<file path="src/rtl/dtsf_pkg.sv">
// Package with the shared types, constants and tables of the decimal to single float converter.
`default_nettype none
package dtsf_pkg;

    localparam int MAX_FRACTION_DIGITS = 9;
    localparam int MANTISSA_BITS       = 23;
    localparam int EXP_BIAS            = 127;
    localparam int EXP_BITS            = 8;
    localparam int INT_BITS            = 31;
    localparam int DIGIT_BITS          = 30;
    localparam int COUNT_BITS          = 4;
    localparam int FLOAT_BITS          = 32;
    localparam int S_TDATA_BITS        = 72;

    localparam logic [EXP_BITS-1:0]   EXP_START = EXP_BITS'(EXP_BIAS + MANTISSA_BITS);
    localparam logic [COUNT_BITS-1:0] COUNT_MAX = COUNT_BITS'(MAX_FRACTION_DIGITS);

    typedef enum logic [1:0] {
        ST_IDLE,
        ST_PREP,
        ST_NORM,
        ST_DONE
    } dtsf_state_t;

    typedef struct packed {
        logic                  valid;
        logic [FLOAT_BITS-1:0] bits;
    } dtsf_result_t;

    function automatic logic [DIGIT_BITS-1:0] pow_ten(input logic [COUNT_BITS-1:0] count);
        logic [DIGIT_BITS-1:0] value;
        case (count)
            4'd0:    value = DIGIT_BITS'(1);
            4'd1:    value = DIGIT_BITS'(10);
            4'd2:    value = DIGIT_BITS'(100);
            4'd3:    value = DIGIT_BITS'(1000);
            4'd4:    value = DIGIT_BITS'(10000);
            4'd5:    value = DIGIT_BITS'(100000);
            4'd6:    value = DIGIT_BITS'(1000000);
            4'd7:    value = DIGIT_BITS'(10000000);
            4'd8:    value = DIGIT_BITS'(100000000);
            default: value = DIGIT_BITS'(1000000000);
        endcase
        return value;
    endfunction

endpackage
`default_nettype wire

</file>
<file path="src/rtl/decimal_to_single_float.sv">
// Top level of the decimal to IEEE 754 single-precision converter.
//
// The slave stream carries one decimal number per transaction and the master
// stream returns its single-precision bit pattern, truncated toward zero.
// One transaction is taken at a time: s_tready is high only while the
// converter is idle. On acceptance the digit count is saturated, a
// preparation state then saturates the digits, and the normalizer runs one
// step per cycle, either a right shift of a large integer part or one
// doubling of the fraction remainder that appends one binary digit, until
// the leading one sits at mantissa bit 23 or the number is zero. The
// sequencer returns to idle in the same cycle in which the result moves to
// the output register, and only then is the next transaction accepted. A
// finished result sits in an output register; while the receiver holds
// m_tready low the core waits with its next result and takes no new
// transaction. Reset empties the output register and returns the sequencer
// to idle.
`default_nettype none
module decimal_to_single_float (
    input  wire logic        aclk,
    input  wire logic        aresetn,
    input  wire logic        s_tvalid,
    output logic             s_tready,
    // negative [0], integer_value [31:1], fraction_digits [61:32],
    // fraction_digit_count [65:62], zero padding [71:66]
    input  wire logic [71:0] s_tdata,
    output logic             m_tvalid,
    input  wire logic        m_tready,
    // float_bits [31:0]
    output logic [31:0]      m_tdata
);
    import dtsf_pkg::*;

    logic                     core_idle;
    logic                     core_start;
    logic                     core_ready;
    dtsf_result_t             core_result;
    logic                     out_valid_reg, out_valid_next;
    logic [FLOAT_BITS-1:0]    out_data_reg, out_data_next;
    logic [S_TDATA_BITS-67:0] pad_unused;

    assign pad_unused = s_tdata[S_TDATA_BITS-1:66];
    assign s_tready   = core_idle && aresetn;
    assign core_start = s_tvalid && s_tready;
    assign core_ready = !out_valid_reg || m_tready;

    dtsf_core u_core (
        .aclk                 (aclk),
        .aresetn              (aresetn),
        .start                (core_start),
        .negative             (s_tdata[0]),
        .integer_value        (s_tdata[31:1]),
        .fraction_digits      (s_tdata[61:32]),
        .fraction_digit_count (s_tdata[65:62]),
        .result_ready         (core_ready),
        .idle                 (core_idle),
        .result               (core_result)
    );

    always_comb begin
        out_valid_next = out_valid_reg;
        out_data_next  = out_data_reg;
        if (core_ready) begin
            out_valid_next = core_result.valid;
            if (core_result.valid) begin
                out_data_next = core_result.bits;
            end
        end
    end

    always_ff @(posedge aclk) begin
        if (!aresetn) begin
            out_valid_reg <= 1'b0;
        end else begin
            out_valid_reg <= out_valid_next;
        end
    end

    always_ff @(posedge aclk) begin
        out_data_reg <= out_data_next;
    end

    assign m_tvalid = out_valid_reg;
    assign m_tdata  = out_data_reg;

endmodule
`default_nettype wire

</file>
<file path="src/rtl/dtsf_frac_step.sv">
// Doubling unit that produces one binary fraction bit per use.
`default_nettype none
module dtsf_frac_step (
    input  wire logic [dtsf_pkg::DIGIT_BITS-1:0] rem_in,
    input  wire logic [dtsf_pkg::DIGIT_BITS-1:0] ceiling,
    output logic      [dtsf_pkg::DIGIT_BITS-1:0] rem_out,
    output logic                                 frac_bit
);
    import dtsf_pkg::*;

    logic [DIGIT_BITS:0] doubled;
    logic [DIGIT_BITS:0] reduced;

    always_comb begin
        doubled  = {rem_in, 1'b0};
        reduced  = doubled - {1'b0, ceiling};
        frac_bit = (doubled >= {1'b0, ceiling});
        rem_out  = frac_bit ? reduced[DIGIT_BITS-1:0] : doubled[DIGIT_BITS-1:0];
    end

endmodule
`default_nettype wire

</file>
<file path="src/rtl/dtsf_core.sv">
// Sequencer and datapath that normalize the number one bit per cycle.
`default_nettype none
module dtsf_core (
    input  wire logic                                 aclk,
    input  wire logic                                 aresetn,
    input  wire logic                                 start,
    input  wire logic                                 negative,
    input  wire logic [dtsf_pkg::INT_BITS-1:0]        integer_value,
    input  wire logic [dtsf_pkg::DIGIT_BITS-1:0]      fraction_digits,
    input  wire logic [dtsf_pkg::COUNT_BITS-1:0]      fraction_digit_count,
    input  wire logic                                 result_ready,
    output logic                                      idle,
    output dtsf_pkg::dtsf_result_t                    result
);
    import dtsf_pkg::*;

    dtsf_state_t                 state_reg, state_next;
    logic                        sign_reg, sign_next;
    logic [INT_BITS-1:0]         mant_reg, mant_next;
    logic [DIGIT_BITS-1:0]       rem_reg, rem_next;
    logic [DIGIT_BITS-1:0]       ceil_reg, ceil_next;
    logic [COUNT_BITS-1:0]       count_reg, count_next;
    logic [EXP_BITS-1:0]         exp_reg, exp_next;

    logic [DIGIT_BITS-1:0]       step_rem;
    logic                        step_bit;
    logic [DIGIT_BITS-1:0]       prep_ceil;
    logic                        too_high;
    logic                        is_zero;

    dtsf_frac_step u_frac_step (
        .rem_in   (rem_reg),
        .ceiling  (ceil_reg),
        .rem_out  (step_rem),
        .frac_bit (step_bit)
    );

    assign prep_ceil = pow_ten(count_reg);
    assign too_high  = (mant_reg[INT_BITS-1:MANTISSA_BITS+1] != '0);
    assign is_zero   = (mant_reg == '0) && (rem_reg == '0);

    always_comb begin
        state_next = state_reg;
        case (state_reg)
            ST_IDLE: begin
                if (start) begin
                    state_next = ST_PREP;
                end
            end
            ST_PREP: begin
                state_next = ST_NORM;
            end
            ST_NORM: begin
                if (is_zero || (!too_high && mant_reg[MANTISSA_BITS])) begin
                    state_next = ST_DONE;
                end
            end
            ST_DONE: begin
                if (result_ready) begin
                    state_next = ST_IDLE;
                end
            end
            default: begin
                state_next = ST_IDLE;
            end
        endcase
    end

    always_comb begin
        sign_next  = sign_reg;
        mant_next  = mant_reg;
        rem_next   = rem_reg;
        ceil_next  = ceil_reg;
        count_next = count_reg;
        exp_next   = exp_reg;
        case (state_reg)
            ST_IDLE: begin
                if (start) begin
                    sign_next  = negative;
                    mant_next  = integer_value;
                    rem_next   = fraction_digits;
                    count_next = (fraction_digit_count > COUNT_MAX) ? COUNT_MAX
                                                                    : fraction_digit_count;
                end
            end
            ST_PREP: begin
                ceil_next = prep_ceil;
                exp_next  = EXP_START;
                if (count_reg == '0) begin
                    rem_next = '0;
                end else if (rem_reg >= prep_ceil) begin
                    rem_next = prep_ceil - DIGIT_BITS'(1);
                end
            end
            ST_NORM: begin
                if (is_zero) begin
                    exp_next = '0;
                end else if (too_high) begin
                    mant_next = {1'b0, mant_reg[INT_BITS-1:1]};
                    exp_next  = exp_reg + EXP_BITS'(1);
                end else if (!mant_reg[MANTISSA_BITS]) begin
                    mant_next = {mant_reg[INT_BITS-2:0], step_bit};
                    rem_next  = step_rem;
                    exp_next  = exp_reg - EXP_BITS'(1);
                end
            end
            default: begin
            end
        endcase
    end

    always_comb begin
        idle         = (state_reg == ST_IDLE);
        result.valid = (state_reg == ST_DONE);
        result.bits  = {sign_reg, exp_reg, mant_reg[MANTISSA_BITS-1:0]};
    end

    always_ff @(posedge aclk) begin
        if (!aresetn) begin
            state_reg <= ST_IDLE;
        end else begin
            state_reg <= state_next;
        end
    end

    always_ff @(posedge aclk) begin
        sign_reg  <= sign_next;
        mant_reg  <= mant_next;
        rem_reg   <= rem_next;
        ceil_reg  <= ceil_next;
        count_reg <= count_next;
        exp_reg   <= exp_next;
    end

endmodule
`default_nettype wire

</file>
<file path="config.mk">
export PLATFORM = sky130hd
export DESIGN_NAME = decimal_to_single_float
export DESIGN_NICKNAME = d
export VERILOG_FILES = /design/src/rtl/dtsf_pkg.sv /design/src/rtl/decimal_to_single_float.sv /design/src/rtl/dtsf_frac_step.sv /design/src/rtl/dtsf_core.sv
export SDC_FILE = /design/constraint.sdc
export NUM_CORES = 1
export LEC_CHECK = 0
export ABC_AREA = 1
export BUFFER_PORTS_ARGS = -buffer_cell sky130_fd_sc_hd__buf_2
export CAP_MARGIN = 20
export CORE_ASPECT_RATIO = 1.1
export CORE_MARGIN = 1.5
export CORE_UTILIZATION = 60
export DETAILED_ROUTE_END_ITERATION = 7
export PLACE_DENSITY = 0.8
export SYNTH_ARGS = -nofsm -noshare
export SYNTH_HDL_FRONTEND = slang
export SYNTH_SLANG_ARGS = --single-unit
</file>
<file path="constraint.sdc">
create_clock -name aclk -period 5 [get_ports aclk]
set_clock_uncertainty 0.05 [all_clocks]
set_input_delay 0.25 -clock aclk [delete_from_list [all_inputs] [get_ports aclk]]
set_output_delay 0.25 -clock aclk [all_outputs]
set_load 0.05 [all_outputs]
</file>
## Word level (Yosys, flattened, before mapping)

Memory sizes are Yosys's and may differ from the RTL's. A register that Yosys moved wholly into a read port is not among the register bits.
Index checks and enable logic that the tools add are counted.

| storage, ports and cells | value |
|---|---|
| bits in registers | 139 |
| bits in latches | 0 |
| bits in writable memories | 0 |
| bits in read-only memories | 480 |
| input port bits | 76 |
| output and inout port bits | 34 |
| word-level logic and storage cells | 76 |
| memories kept | 1 |

Memories:

| memory | depth | bits a word | rd ports | clocked after Yosys merged registers in | wr ports | line | source |
|---|---|---|---|---|---|---|---|
| (no name shown) | 16 | 30 | 1 | 1 | 0 | dtsf_pkg.sv:32 | `case (count)` |

| operators by class | value |
|---|---|
| add/sub/neg operators | 4 |
| $mul | 0 |
| div/mod/pow operators | 0 |
| order comparisons | 3 |
| equality and inequality tests | 12 |
| shift-type cells | 0 |
| mux-type cells | 23 |
| bitwise operators | 0 |
| reductions and logical operators | 23 |

Operator list:

| kind | number |
|---|---|
| $mux 30 | 7 |
| $mux 31 | 4 |
| $pmux 30 s3 | 1 |
| $pmux 31 s2 | 1 |
| $ge 31x30->1 | 1 |
| $logic_not 31->1 | 1 |
| $ge 30x30->1 | 1 |
| $logic_not 30->1 | 1 |
| $sub 30x1->30 const B | 1 |
| $sub 30x30->30 | 1 |
| $mux 8 | 3 |
| $pmux 8 s2 | 1 |
| $add 8x1->8 const B | 1 |
| $mux 4 | 2 |
| $ne 2x2->1 const B | 4 |
| $pmux 2 s4 | 1 |
| $sub 8x1->8 const B | 1 |
| $reduce_bool 7->1 | 1 |
| $mux 2 | 3 |
| $reduce_and 2->1 | 3 |
| $reduce_and 3->1 | 2 |
| $reduce_and 6->1 | 1 |
| $eq 2x2->1 const B | 2 |
| $gt 4x4->1 const B | 1 |
| 13 further kinds | 20 |

## Longest topological paths before layout

| depth | value |
|---|---|
| depth after elaboration | 6 |
| depth in mapped cells | 19 |
| gate-level depth less buffers | 17 |

## Modules after synthesis

From an unflattened synthesis, not the netlist that was laid out.

| second synthesis, totals | value |
|---|---|
| cell total of the unflattened synthesis | 1496 |
| area, all modules | 11138.2 µm² |

Modules (own cells, without submodules):

| module | instances | cells an instance | area each (µm²) |
|---|---|---|---|
| dtsf_core | 1 | 847 | 7160.6 |
| dtsf_frac_step | 1 | 606 | 2950.3 |
| decimal_to_single_float | 1 | 43 | 1027.2 |

## Least setup slack after synthesis

Ideal clock, no wire load.

| path | value |
|---|---|
| path kind | register to register |
| from | register u_core.state_reg[0] |
| to | register u_core.mant_reg[0] (enable) |
| data arrival time | 3.659 ns |
| setup slack | 0.837 ns |
| cell stages (with the launch flop) | 11 |
| path buffers | 0 |
| cells stage by stage | dfxtp_1 > inv_1 > ha_1 > nand2_1 > inv_1 > nand2_1 > inv_1 > nor2_1 > inv_1 > o21ai_0 > nor3_1 |

| between the ends | value |
|---|---|
| word-level cells in the longest chain between the ends | 5 |
| elaborated cells between the ends (all ways) | 9 |

Ends and longest elaborated chain:

| what | line | source |
|---|---|---|
| start: declaration | dtsf_core.sv:17 | `dtsf_state_t state_reg, state_next;` |
| start signal: assignment | dtsf_core.sv:122 | `state_reg <= state_next;` |
| $logic_not 2->1 | dtsf_core.sv:113 | `idle = (state_reg == ST_IDLE);` |
| $logic_and 1x1->1 | decimal_to_single_float.sv:42 | `assign s_tready = core_idle && aresetn;` |
| via s_tready | decimal_to_single_float.sv:22 | `output logic s_tready,` |
| $logic_and 1x1->1 | decimal_to_single_float.sv:43 | `assign core_start = s_tvalid && s_tready;` |
| $ne 2x1->1 (no line) | -- |  |
| $reduce_and 4->1 (no line) | -- |  |
| end signal: assignment | dtsf_core.sv:128 | `mant_reg <= mant_next;` |
| end: declaration | dtsf_core.sv:19 | `logic [INT_BITS-1:0] mant_reg, mant_next;` |

The timed path passes the listed nets, and every way through them passes these cells.
A chain may end at the register's enable or synchronous reset.

## Worst setup path after layout

| path | value |
|---|---|
| from | register u_core.ceil_reg[28] |
| to | register u_core.rem_reg[23], data pin |

| between the ends | value |
|---|---|
| word-level cells in the longest chain between the ends | 6 |

Ends and longest elaborated chain:

| what | line | source |
|---|---|---|
| start: declaration | dtsf_core.sv:21 | `logic [DIGIT_BITS-1:0] ceil_reg, ceil_next;` |
| start signal: assignment | dtsf_core.sv:130 | `ceil_reg <= ceil_next;` |
| $ge 31x30->1 | dtsf_frac_step.sv:17 | `frac_bit = (doubled >= {1'b0, ceiling});` |
| $mux 30 | dtsf_frac_step.sv:18 | `rem_out = frac_bit ? reduced[DIGIT_BITS-1:0] : doubled[DIGIT_BITS-1:0];` |
| $mux 30 | dtsf_core.sv:101 | `end else if (!mant_reg[MANTISSA_BITS]) begin` |
| $mux 30 | dtsf_core.sv:98 | `end else if (too_high) begin` |
| $mux 30 | dtsf_core.sv:96 | `if (is_zero) begin` |
| $pmux 30 s3 | dtsf_core.sv:76 | `case (state_reg)` |
| via u_core.rem_next[23] | dtsf_core.sv:20 | `logic [DIGIT_BITS-1:0] rem_reg, rem_next;` |
| end signal: assignment | dtsf_core.sv:129 | `rem_reg <= rem_next;` |
| end: declaration | dtsf_core.sv:20 |  |

The timed path passes the listed nets, and every way through them passes these cells. The select of a mux whose other input is x is not followed.

==> out/qor.csv <==
metric,value,unit
hold_buf cts,2,
WP data arrival,3.35,ns
Flop pwr share,30.1,%
pin count of the biggest net entering global routing,52,
HP Start,aresetn,
RSZ-0062 raised after global routing,no,
crit share post-route,62.6,%
syn_nets,1534,
Largest register FFs,32,
Sw Ratio,49.2,%
worst r2r dst,u_core.rem_reg[23],
maxcap violations,0,
most frequent cells in the layout,"nand2_1 (376), inv_1 (216), nor2_1 (167)",
critical path peak fanout,51,
post-layout net count,1641,
TritonRoute pass-1 iters,6,
Via density,5.60,
library cells used by synthesis,47,
DRC viols,0,
CP max-delay cell,nand3_4,
sequential fraction of the synthesis area,41.9,%
LEAKAGE,0.00566,uW
r2r worst-path depth,13,
number of global-route vias before repair,9060,
setup bufs post-CTS,0,
Post-synth top flop,edfxtp_1,
Hold Path End,u_core.state_reg[1],
FMAX,320,MHz
max_slew headroom,36.2,%
Int Pwr,4270,uW
slowest cell delay on critical path,0.53,ns
starting density of the core,61.4,%
setup violators final,0,
clock latency on the worst-skew pair,0.43,ns
Combinational Power Share,55.8,%
DRT antenna net count,0,
DR WL/cell,16.4,um
"most used cell, CP",nand2_1,
worst-margin pin slew,0.954,ns
CTS tree,yes,
Critical Path RT,5.22,ns
Synth area leaders,"edfxtp_1 (37%), nand2_1 (13%), ha_1 (9.1%)",
iteration-0 DRC count of the detailed router,896,
"CTS clk-pin slew, worst paths",0.06,ns
area delta synth->final,12.8,%
Die H,142,um
final hold vios,0,
r2r setup slk,1.87,ns
"commonest non-fill, non-tap cell in the layout",nand2_1,
Via Count,9716,
Avg Synthesized Cell Area,7.60,sq um
hold depth,3,
Global Route Usage Sum,31.6,%
Power Density,709,nW/um^2
Post-DP HPWL,21400,um
global placer's final weighted congestion,0.960,
floorplan row count,50,
Core Footprint,17100,sq um
global route overflow,0,
Sink Count,155,
I/O pin cnt,110,
die footprint,18300,sq um
Mapped Area,10500,sq um
cell count after synthesis,1380,
Yosys reg bits,155,
placed cells,1699,
number of gates resized after CTS,0,
CTS Buf Count,17,
Fin Setup TNS,0,ns
Min-Delay Path Class,in -> reg,
VDD IR max,0.408,mV
worst setup path class,reg -> reg,
status,"finished, final reports clean",
Critical Path Sink Type,flop,
CP Launch Type,flop,
share of layout cells above drive strength 1,11.6,%
total wire length,28400,um
die extent in x,129,um
ANT cells,0,
yosys warns,0,
Root Buffer,clkbuf_16,
Worst R2R Start,u_core.ceil_reg[28],
top-area cell type share of the netlist area,36.9,%
final cell count without fillers,1734,
first-pass GRT wire length,44400,um
clock buffer depth,2,
Clock power frac,14.1,%
CTS H-tree lvls,4,
worst-path cell chain,inv_1 -> ha_1 -> nand2_1 -> inv_1 -> nand2_1 -> inv_1 -> nand2_1 -> nand2_1 -> a21oi_1 -> nand3_4 -> o21ai_1 -> nand2_1 -> a21oi_1,
port bufs,103,
initial antenna violation count,0,
Post-synth EDFFs,129,
asr flop ratio synth,0,%
final-report max-slew violation count,0,
Yosys top cell by area,edfxtp_1,
net switching power,4130,uW
min Tclk post-route,3.13,ns
[cells in the mapped netlist, drive strengths merged, types with 15 or more instances]
library cell	count
nor2	173
nand2	382
nand4	19
edfxtp	129
o221ai	20
inv	221
ha	76
clkbuf	17
dfxtp	26
nor4	15
o21ai	43
a21oi	86
nand3	87
[layer usage]
layer | track usage, % | vias to the layer above | wire length, um
li1 | - | 4756 | -
met1 | 43.6 | 4425 | 12200
met2 | 49.1 | 464 | 12800
met3 | 5.02 | 71 | 2310
met4 | 14.4 | 0 | 1000
met5 | 0 | - | 0
[through the flow]
stage                     cell area [sq um]  hold WS [ns]  total power (uW)  setup WS, ns  utilization [%]
after floorplan                       10500         0.299              5880         0.837                -
after global placement                11300         0.355              6930          2.00             65.9
after detailed placement              11300         0.368              7050          1.98             65.9
after CTS                             11800        0.0182              8270          1.91             69.2
after global routing                  11800        0.0364              9040          1.68             69.3
final                                 11800        0.0338              8400          1.87             69.3
[critical path: cells and delay by family (launching register included)]
family	cells	cell delay, ns
adders and majority gates	1	0.35
buffers and inverters	3	0.35
AOI/OAI and AO/OA	3	0.80
DFF	1	0.36
and+or+nand+nor	6	1.06
[worst max path at each step]
stage                              startpoint            endpoint  slack, ns
final                     u_core.ceil_reg[28]  u_core.rem_reg[23]       1.87
after global routing      u_core.ceil_reg[28]  u_core.rem_reg[23]       1.68
after CTS                 u_core.state_reg[0]   u_core.exp_reg[3]       1.91
after detailed placement  u_core.state_reg[0]   u_core.exp_reg[5]       1.98
after global placement    u_core.state_reg[0]   u_core.exp_reg[5]       2.00
after floorplan           u_core.state_reg[0]  u_core.mant_reg[0]       0.84
[area by class of cell]
cell class,count,area (sq um)
clock inverters,15,115
well taps,234,293
repair buffers,115,631
fillers,1408,5240
clock buffers,17,425
multi-input cells,974,5140
flip-flops and latches,155,4390
inverters,224,841
[logic make-up after synthesis]
kind of cell | share of synthesized area, %
buf+inv | 9.31
compound gates | 9.66
simple gates | 28.1
xor+xnor | 1.59
fa+ha+maj | 9.44
flops | 41.9
[power by group through the flow]
stage          Sequential (uW)  Clock (uW)  Combinational [uW]
3_3_place_gp              2500           0                4430
3_5_place_dp              2520           0                4530
2_1_floorplan             2480           0                3400
5_1_grt                   2570        1230                5240
4_1_cts                   2500        1190                4580
6_report                  2530        1180                4690
Note: power is estimated with default switching activity, not from simulation.
